## src/hdl/rhsl_pkg.sv

```systemverilog
// Shared types and constants for the RGB to HSL pixel pipeline.
// No dependencies; imported by every module under hdl.
package rhsl_pkg;

  localparam int PIX_W      = 8;
  localparam int SUM_W      = PIX_W + 1;
  localparam int N_W        = 11;
  localparam int DIV_W      = PIX_W + 1;
  localparam int Q_W        = 16;
  localparam int NUM_W      = DIV_W + Q_W;
  localparam int DIV_STAGES = 4;

  localparam int LANES    = 2;
  localparam int LANE_HUE = 0;
  localparam int LANE_SAT = 1;

  // 2 * 65280 / 6 and 2 * 65280: doubled for round-half-up
  localparam int HUE_SCALE = 21760;
  localparam int SAT_SCALE = 130560;
  localparam int SUM_DARK  = 255;
  localparam int SUM_FULL  = 510;

  typedef struct packed {
    logic [LANES-1:0][NUM_W-1:0] num;
    logic [LANES-1:0][DIV_W-1:0] div;
    logic                        gray;
    logic [SUM_W-1:0]            sum;
  } rhsl_ratio_t;

endpackage

```

## src/hdl/rhsl_prep.sv

```systemverilog
// Front end: channel max/min, hue sector, and the two rounded-division operands.
// Two register stages with valid/ready. Depends on rhsl_pkg.
module rhsl_prep (
  input  logic                      clk,
  input  logic                      rst,
  input  logic                      in_valid,
  output logic                      in_ready,
  input  logic [rhsl_pkg::PIX_W-1:0] red,
  input  logic [rhsl_pkg::PIX_W-1:0] green,
  input  logic [rhsl_pkg::PIX_W-1:0] blue,
  output logic                      out_valid,
  input  logic                      out_ready,
  output rhsl_pkg::rhsl_ratio_t     ratio
);
  import rhsl_pkg::*;

  logic             v1, v2, adv1, adv2;
  logic [PIX_W-1:0] hi, lo, d_c, den_c;
  logic [SUM_W-1:0] sum_c;
  logic [N_W-1:0]   n_c, dw;
  logic [N_W-1:0]   n;
  logic [PIX_W-1:0] d, den;
  logic [SUM_W-1:0] sum;
  rhsl_ratio_t      ratio_next;

  assign adv2     = !v2 || out_ready;
  assign adv1     = !v1 || adv2;
  assign in_ready = adv1;

  always_comb begin
    hi = red;
    lo = red;
    if (green > hi) hi = green;
    if (blue > hi) hi = blue;
    if (green < lo) lo = green;
    if (blue < lo) lo = blue;
    d_c   = hi - lo;
    sum_c = SUM_W'(hi) + SUM_W'(lo);
    dw    = N_W'(d_c);
    if (hi == red) begin
      if (green >= blue) n_c = N_W'(green) - N_W'(blue);
      else n_c = (dw << 2) + (dw << 1) + N_W'(green) - N_W'(blue);
    end else if (hi == green) begin
      n_c = (dw << 1) + N_W'(blue) - N_W'(red);
    end else begin
      n_c = (dw << 2) + N_W'(red) - N_W'(green);
    end
    if (sum_c < SUM_W'(SUM_DARK)) den_c = sum_c[PIX_W-1:0];
    else den_c = PIX_W'(SUM_W'(SUM_FULL) - sum_c);
  end

  always_ff @(posedge clk) begin
    if (rst) begin
      v1 <= 1'b0;
    end else if (adv1) begin
      v1 <= in_valid;
    end
    if (adv1 && in_valid) begin
      n   <= n_c;
      d   <= d_c;
      den <= den_c;
      sum <= sum_c;
    end
  end

  always_comb begin
    ratio_next                = '0;
    ratio_next.num[LANE_HUE]  = NUM_W'(n) * NUM_W'(HUE_SCALE) + NUM_W'(d);
    ratio_next.div[LANE_HUE]  = {d, 1'b0};
    ratio_next.num[LANE_SAT]  = NUM_W'(d) * NUM_W'(SAT_SCALE) + NUM_W'(den);
    ratio_next.div[LANE_SAT]  = {den, 1'b0};
    ratio_next.gray           = (d == '0);
    ratio_next.sum            = sum;
  end

  always_ff @(posedge clk) begin
    if (rst) begin
      v2 <= 1'b0;
    end else if (adv2) begin
      v2 <= v1;
    end
    if (adv2 && v1) begin
      ratio <= ratio_next;
    end
  end

  assign out_valid = v2;

endmodule

```

## src/hdl/rhsl_divider.sv

```systemverilog
// Pipelined restoring divider, two lanes side by side, Q_W/STAGES quotient bits a stage.
// Quotients are forced to zero for gray pixels. Depends on rhsl_pkg.
module rhsl_divider #(
  parameter int STAGES = rhsl_pkg::DIV_STAGES
) (
  input  logic                                         clk,
  input  logic                                         rst,
  input  logic                                         in_valid,
  output logic                                         in_ready,
  input  rhsl_pkg::rhsl_ratio_t                        ratio,
  output logic                                         out_valid,
  input  logic                                         out_ready,
  output logic [rhsl_pkg::LANES-1:0][rhsl_pkg::Q_W-1:0] quot,
  output logic [rhsl_pkg::SUM_W-1:0]                   sum
);
  import rhsl_pkg::*;

  localparam int STEP = Q_W / STAGES;

  typedef struct packed {
    logic [LANES-1:0][DIV_W-1:0] rem;
    logic [LANES-1:0][Q_W-1:0]   low;
    logic [LANES-1:0][DIV_W-1:0] div;
    logic [LANES-1:0][Q_W-1:0]   q;
    logic                        gray;
    logic [SUM_W-1:0]            sum;
  } div_slot_t;

  function automatic div_slot_t div_step(div_slot_t cur);
    div_slot_t      nx;
    logic [DIV_W:0] trial;
    nx = cur;
    for (int i = 0; i < STEP; i++) begin
      for (int l = 0; l < LANES; l++) begin
        trial     = {nx.rem[l], nx.low[l][Q_W-1]};
        nx.low[l] = nx.low[l] << 1;
        if (trial >= {1'b0, nx.div[l]}) begin
          nx.rem[l] = DIV_W'(trial - {1'b0, nx.div[l]});
          nx.q[l]   = {nx.q[l][Q_W-2:0], 1'b1};
        end else begin
          nx.rem[l] = trial[DIV_W-1:0];
          nx.q[l]   = {nx.q[l][Q_W-2:0], 1'b0};
        end
      end
    end
    return nx;
  endfunction

  div_slot_t         first;
  div_slot_t         slot      [1:STAGES];
  div_slot_t         slot_next [1:STAGES];
  logic [STAGES:1]   valid;
  logic [STAGES:1]   adv;

  always_comb begin
    first      = '0;
    first.gray = ratio.gray;
    first.sum  = ratio.sum;
    for (int l = 0; l < LANES; l++) begin
      first.rem[l] = ratio.num[l][NUM_W-1 -: DIV_W];
      first.low[l] = ratio.num[l][Q_W-1:0];
      first.div[l] = ratio.div[l];
    end
  end

  for (genvar s = 1; s <= STAGES; s++) begin : g_stage
    logic prev_valid;
    if (s == 1) begin : g_head
      assign prev_valid   = in_valid;
      assign slot_next[s] = div_step(first);
    end else begin : g_body
      assign prev_valid   = valid[s-1];
      assign slot_next[s] = div_step(slot[s-1]);
    end
    if (s == STAGES) begin : g_tail
      assign adv[s] = !valid[s] || out_ready;
    end else begin : g_mid
      assign adv[s] = !valid[s] || adv[s+1];
    end
    always_ff @(posedge clk) begin
      if (rst) begin
        valid[s] <= 1'b0;
      end else if (adv[s]) begin
        valid[s] <= prev_valid;
      end
      if (adv[s] && prev_valid) begin
        slot[s] <= slot_next[s];
      end
    end
  end

  assign in_ready  = adv[1];
  assign out_valid = valid[STAGES];
  assign sum       = slot[STAGES].sum;

  always_comb begin
    for (int l = 0; l < LANES; l++) begin
      quot[l] = slot[STAGES].gray ? '0 : slot[STAGES].q[l];
    end
  end

endmodule

```

## src/hdl/rgb_to_hsl_pixel.sv

```systemverilog
// Top level of the RGB to HSL pixel converter: front end and pipelined divider.
// Depends on rhsl_pkg, rhsl_prep and rhsl_divider.
//
//   channel   dir  beat contents (lowest bit first)
//   s_axis    in   red[7:0], green[15:8], blue[23:16]
//   m_axis    out  hue[15:0], saturation[31:16], lightness[47:32]
//
// One pixel per clock sustained while m_axis_tready stays high; the path runs through
// the two front-end stages and the divider stages of Q_W/DIV_STAGES bits each.
// Reset clears only the valid bits of each stage.
// A stage holds its beat while the next stage is full and stalled; empty stages
// keep filling, so s_axis_tready drops only when every stage holds a beat.
module rgb_to_hsl_pixel #(
  // must divide 16: 1, 2, 4, 8 or 16
  parameter int DIV_STAGES = rhsl_pkg::DIV_STAGES
) (
  input  logic        clk,
  input  logic        rst,
  input  logic        s_axis_tvalid,
  output logic        s_axis_tready,
  input  logic [23:0] s_axis_tdata,   // red_in, green_in, blue_in
  output logic        m_axis_tvalid,
  input  logic        m_axis_tready,
  output logic [47:0] m_axis_tdata    // hue_out, saturation_out, lightness_out
);
  import rhsl_pkg::*;

  logic                        prep_valid, prep_ready;
  rhsl_ratio_t                 ratio;
  logic [LANES-1:0][Q_W-1:0]   quot;
  logic [SUM_W-1:0]            sum;

  rhsl_prep u_prep (
    .clk       (clk),
    .rst       (rst),
    .in_valid  (s_axis_tvalid),
    .in_ready  (s_axis_tready),
    .red       (s_axis_tdata[7:0]),
    .green     (s_axis_tdata[15:8]),
    .blue      (s_axis_tdata[23:16]),
    .out_valid (prep_valid),
    .out_ready (prep_ready),
    .ratio     (ratio)
  );

  rhsl_divider #(
    .STAGES (DIV_STAGES)
  ) u_divider (
    .clk       (clk),
    .rst       (rst),
    .in_valid  (prep_valid),
    .in_ready  (prep_ready),
    .ratio     (ratio),
    .out_valid (m_axis_tvalid),
    .out_ready (m_axis_tready),
    .quot      (quot),
    .sum       (sum)
  );

  assign m_axis_tdata = {sum, 7'b0, quot[LANE_SAT], quot[LANE_HUE]};

  a_quot_fits: assert property (@(posedge clk) disable iff (rst)
    prep_valid && !ratio.gray |->
      ratio.num[LANE_HUE][NUM_W-1:Q_W] < ratio.div[LANE_HUE] &&
      ratio.num[LANE_SAT][NUM_W-1:Q_W] < ratio.div[LANE_SAT])
    else $error("divider operand overflows quotient width");

  a_out_range: assert property (@(posedge clk) disable iff (rst)
    m_axis_tvalid |-> m_axis_tdata[15:0] <= 16'd65280 &&
                      m_axis_tdata[31:16] <= 16'd65280)
    else $error("hue or saturation beyond full scale");

  a_reset_empty: assert property (@(posedge clk)
    rst |=> !m_axis_tvalid)
    else $error("output valid right after reset");

endmodule

```

## config.mk

```make
export PLATFORM = sky130hd
export DESIGN_NAME = rgb_to_hsl_pixel
export DESIGN_NICKNAME = d
export VERILOG_FILES = /design/src/hdl/rhsl_pkg.sv /design/src/hdl/rhsl_prep.sv /design/src/hdl/rhsl_divider.sv /design/src/hdl/rgb_to_hsl_pixel.sv
export SDC_FILE = /design/constraint.sdc
export NUM_CORES = 1
export LEC_CHECK = 0
export BUFFER_PORTS_ARGS = -buffer_cell sky130_fd_sc_hd__buf_4
export CORE_UTILIZATION = 59
export DETAILED_ROUTE_END_ITERATION = 8
export PLACE_DENSITY = 0.84
export SLEW_MARGIN = 10
export SYNTH_ARGS = -nofsm -noshare
export SYNTH_HDL_FRONTEND = slang
export SYNTH_SLANG_ARGS = --single-unit
```

## constraint.sdc

```tcl
create_clock -name clk -period 7.4 [get_ports clk]
set_input_delay 0.74 -clock clk [delete_from_list [all_inputs] [get_ports clk]]
set_output_delay 0.74 -clock clk [all_outputs]
set_load 0.02 [all_outputs]
```

Word level (Yosys, flattened, before mapping) --
Memories as Yosys holds them, arrays and structs flattened. Cells that the tools add are included.
Word-level totals: RAM bits 408, memories 1, word-level logic and storage cells 205, output and inout port bits 50, input bits 28, bits in registers 118
Memories:
- u_divider.slot | words 4, bits a word 102, read ports 4, clocked after Yosys merged registers in 0, wr ports 4, line rhsl_divider.sv:50 | div_slot_t slot [1:STAGES];
Operators by class: multipliers 2, muxes and demuxes 82, add/sub/neg operators 45, equal/unequal tests 2, reductions and logical operators 19, order comparisons 38
Operators with widths (number):
- 10-bit by 9-bit >= comparator with 1-bit output | 32
- 9-bit 2-to-1 mux | 32
- 9-bit subtractor | 32
- 25-bit by 8-bit adder with 25-bit output | 2
- 1-bit 2-to-1 mux | 40
- 8-bit 2-to-1 mux | 5
- 11-bit 2-to-1 mux | 3
- 11-bit by 8-bit subtractor with 11-bit output | 3
- 16-bit 2-to-1 mux | 2
- 11-bit by 7-bit multiplier with 17-bit output (second input constant) | 1
- 8-bit equality test | 2
- 8-bit > comparator | 2
- 8-bit less-than comparator | 2
- 8-bit by 8-bit multiplier with 16-bit output (second input constant) | 1
- 10-bit by 8-bit adder with 11-bit output | 1
- 10-bit by 9-bit adder with 11-bit output | 1
- 11-bit by 8-bit adder with 11-bit output | 1
- 9-bit by 8-bit adder with 10-bit output | 1
- 8-bit by 8-bit adder with 9-bit output | 1
- 9-bit by 8-bit less-than comparator with 1-bit output (second input constant) | 1
- 8-bit by 8-bit subtractor with 9-bit output | 1
- 8-bit >= comparator | 1
- 8-bit logical NOT | 1
- 8-bit subtractor | 1
- 4 further kinds | 19

Logic depth before layout (Yosys ltp) --
depth after elaboration 10, mapped depth 44, depth with buffers taken out 40

Cells and area by module --
A second synthesis with hierarchy kept.
Second synthesis, totals: cell total of the unflattened synthesis 3272, area total of the unflattened synthesis 33367.0 um^2
By module, submodules not included:
- rhsl_divider | instances 1, seq. area each 8368.0 um^2, area an instance 23009.6 um^2, cells an instance 2235
- rhsl_prep | instances 1, seq. area each 2742.6 um^2, area an instance 10301.1 um^2, cells an instance 1029
- rgb_to_hsl_pixel | instances 1, seq. area each 0.0 um^2, area an instance 56.3 um^2, cells an instance 8

Worst setup path after synthesis --
OpenSTA, ideal clock, no wires.
path type register to register, start register u_divider.slot[0][163] (netlist name), end register u_divider.slot[0][296] (netlist name), period minus slack after synthesis 8.094 ns, path buffers 3, arrival 7.818 ns, stages on the path, launching flop included 41, data required time 7.124 ns, slack -0.694 ns, setup time 0.276 ns, cell sequence edfxtp_1 > inv_1 > ha_1 > nor2b_1 > o31ai_1 > a21oi_1 > nor3_1 > clkbuf_1 > nor2_1 > a21oi_1 > inv_1 > ha_1 > nor2b_1 > o21ai_0 > a31oi_1 > a211o_1 > a21oi_2 > mux2_2 > (+5 left out) > o21ai_0 > a21o_1 > a211o_1 > clkbuf_1 > mux2i_1 > ha_1 > a21oi_1 > a21oi_1 > o31a_1 > nor3_1 > o211ai_1 > mux2i_1 > nand2b_1 > clkbuf_1 > nand2_1 > inv_2 > nand3b_1 > o221ai_1

==> flow_summary.yaml <==
placed_design:
  placed_cells: 4156
  port_buffers: 70
  hpwl_mm: 64.7
  gp_congestion: 0.994
critical_path:
  endpoint: "u_divider.slot[0][193]"
  reg2reg_to: "u_divider.slot[0][193]"
  end_kind: "flip-flop"
  criticalPathCategory: "reg -> reg"
  reg2reg_from: "u_prep.ratio[28]"
  slowest_delay_ns: 0.48
  critPathMostFrequentCell: "a21o_1"
  arrival_ns: 8.04
  r2r.worst_path.cells: 31
  cpMaxStageDelayCell: "or4b_4"
  worst-r2r-setup-slack_ns: -0.35
  cp-start-kind: "flip-flop"
  cp.required_ns: 7.69
  crit_path_max_fanout: 8
  crit_start: "u_prep.ratio[28]"
yosys:
  synth_edf_count: 309
  ys_seq_area_frac: 0.313
  yosys-top-cells-count: "ha_1 (423), inv_1 (368), edfxtp_1 (309)"
  synth.distinct_cells: 88
  synth_cells: 3023
  netlist_area_sq_um: 30000
  ys_warn_count: 0
  synth_flop_cell: "edfxtp_1"
  yosys.area.top_type_share: 0.309
  ys_ff_latch: 315
  synthArstFlopShare: 0
  synth_most_common_cell: "ha_1"
  avgSynthCellArea_sq_um: 9.93
  yosys.area.top_type: "edfxtp_1"
  netlist_top_cells_area: "edfxtp_1 (31%), ha_1 (18%), fa_1 (6.7%)"
floorplan:
  die_area_sq_um: 51800
  die_h_microns: 228
  start_util: 0.598
  io_pins: 78
  rows: 82
  die_x_microns: 228
  fp.coreArea_sq_um: 50200
sta:
  rsz0062_at_grt: "yes"
  slew_viol_final: 0
  skew_ns: 0.0283
  fmax_mhz: 129
  worst_slack_ns: -0.354
  finalCritPeriodShare: 1.05
  fin_setup_tns_ns: -4.45
  slew-limit-headroom: 0.310
  setup_violations: 23
  worst_pin_slew_ns: 1.01
  period_minus_slack_ns: 7.75
  hold_viol_final: 0
  worst_hold_slack_ns: 0.385
global_route:
  grtUsageMet2: 0.570
  grt_pass1_vias: 25900
  grt_overflow: 0
  grt.busiest_layer: "met2"
  grt_pass1_wl_mm: 130
  grt_max_degree: 65
  use_met3: 0.0403
  antenna_found_initial: 0
  grt_use_met1: 0.385
  track_usage: 0.320
job:
  maxCapViolations: 0
drt:
  drt-pass1-iter-count: 7
  dr.first_iter.drc_count: 2042
  totalWireLength_mm: 91.1
  drcViolationCount: 0
  routedWlPerCell_microns: 21.1
  drt-vias-per-instance: 6.11
  dr_total_vias: 26500
  postRouteAntennaNets: 0
clock_network:
  clk_pin_slew_worst_paths_ns: 0.06
  clockBufferDepth: 3
  numCtsBuffers: 36
  cts_tree: "built"
  cts_num_sinks: 315
  clock_latency_ns: 0.56
  htreeDepth: 2
  root_buffer: "clkbuf_16"
worst_hold_path:
  hp-class: "in -> reg"
finish:
  layout-drive-gt1-share: 0.294
  diodes: 0
  fin_util: 0.769
  area_growth_pct: 28.5
  nNetsFinal: 4180
  final_cell_count_no_fill: 4326
run_status:
  status: "finished with violations"
  violations: "setup timing"
## placed cells by master (no fill, tap or decap), drive strengths merged, types with 8 or more instances in the layout
master   Yosys  layout
nor2b      100     100
a21oi      236     236
a21o        91      91
mux2i       82      82
o21a        24      24
clkbuf      32      40
o21bai      23      23
o21ai      145     145
a211oi      29      29
edfxtp     309     309
a221oi      12      12
nor2       182     182
clkinv       1      12
nand4       40      40
ha         423     423
fa         100     100
inv        371     375
mux2        67      67
xnor2      144     144
a211o        8       9
nor3        47      47
nand3       25      25
o31a        11      11
nand2b      31      31
o41ai        8       8
and3        10      10
xor2        98      98
o31ai       17      17
a21boi       9       9
and4         8       8
o221ai      10      10
nand2      137     137
nand3b      14      14
a221o       15      15
buf         29     621
nor4        14      14
a31oi       17      17
a2111oi      9       9
## logic make-up after synthesis
logic type | Yosys count | synth area share
compound gates | 707 | 0.153
simple gates | 653 | 0.110
fa+ha+maj | 523 | 0.243
buf+inv | 433 | 0.0575
flops | 315 | 0.313
xor+xnor | 242 | 0.0706
mux | 149 | 0.0529
other cells | 1 | 0.000125
## area by class of cell
type                    instances  area, sq um
multi-input cells            2282        21000
fillers                      3003        11600
flip-flops and latches        315         9400
repair buffers                621         4760
inverters                     372         1410
clock buffers                  40          937
well taps                     672          841
clock inverters                23          230
repair inverters                1         7.51
## what timing repair did
item / CTS / global route
endpoints found under the setup margin: 54 / 61
buffers inserted: 29 / 75
resized for setup: 70 / 308
pin swaps: 22 / 114
hold buffers: 0 / 0
gates cloned: 2 / 2
## state kept, by name, indices dropped and copies added, names as in the netlist
signal	flops
u_divider.slot	219
u_prep.d	7
u_divider.g_stage.prev_valid	3
u_prep.ratio	56
u_divider.out_valid	1
u_prep.sum	9
u_prep.v1	1
u_prep.out_valid	1
u_prep.n	11
u_prep.den	7
## worst max-delay path, delay by kind of cell (launching register included)
kind	cells	cell delay, ns
AO/OA/AOI/OAI	17	3.25
multiplexers	2	0.69
buffers and inverters	3	0.34
adder cells (fa/ha/maj)	5	1.38
AND/OR/NAND/NOR	3	0.97
flip-flops	1	0.40
XOR/XNOR	1	0.47
## per-stage QoR
stage	setup WS [ns]	area, sq um
floorplan	-0.0256	30500
global placement	-0.159	34900
detailed placement	-0.435	34900
CTS	-0.00479	36500
global route	-0.553	38600
finish	-0.354	38600
## per-layer routing
metal / wire, microns / up-vias
li1: - / 12100
met1: 35300 / 12700
met2: 45200 / 1237
met3: 5580 / 407
met4: 5030 / 0
met5: 0 / -
## worst min path at each step
stage | startpoint | end | slack (ns) | cells after the start
final | rst | u_divider.g_stage[3].prev_valid | 0.38 | 2
after global routing | rst | u_divider.g_stage[3].prev_valid | 0.39 | 2
after CTS | rst | u_divider.g_stage[3].prev_valid | 0.36 | 2
after detailed placement | u_divider.slot[0][211] | u_divider.slot[0][313] | 0.40 | 0
after global placement | u_divider.slot[0][237] | u_divider.slot[0][343] | 0.40 | 0
after floorplan | u_prep.ratio[1] | u_divider.slot[0][103] | 0.40 | 0
Power is not shown: default switching activity piles up to over one toggle a cycle in this logic, so the estimate is an artifact.
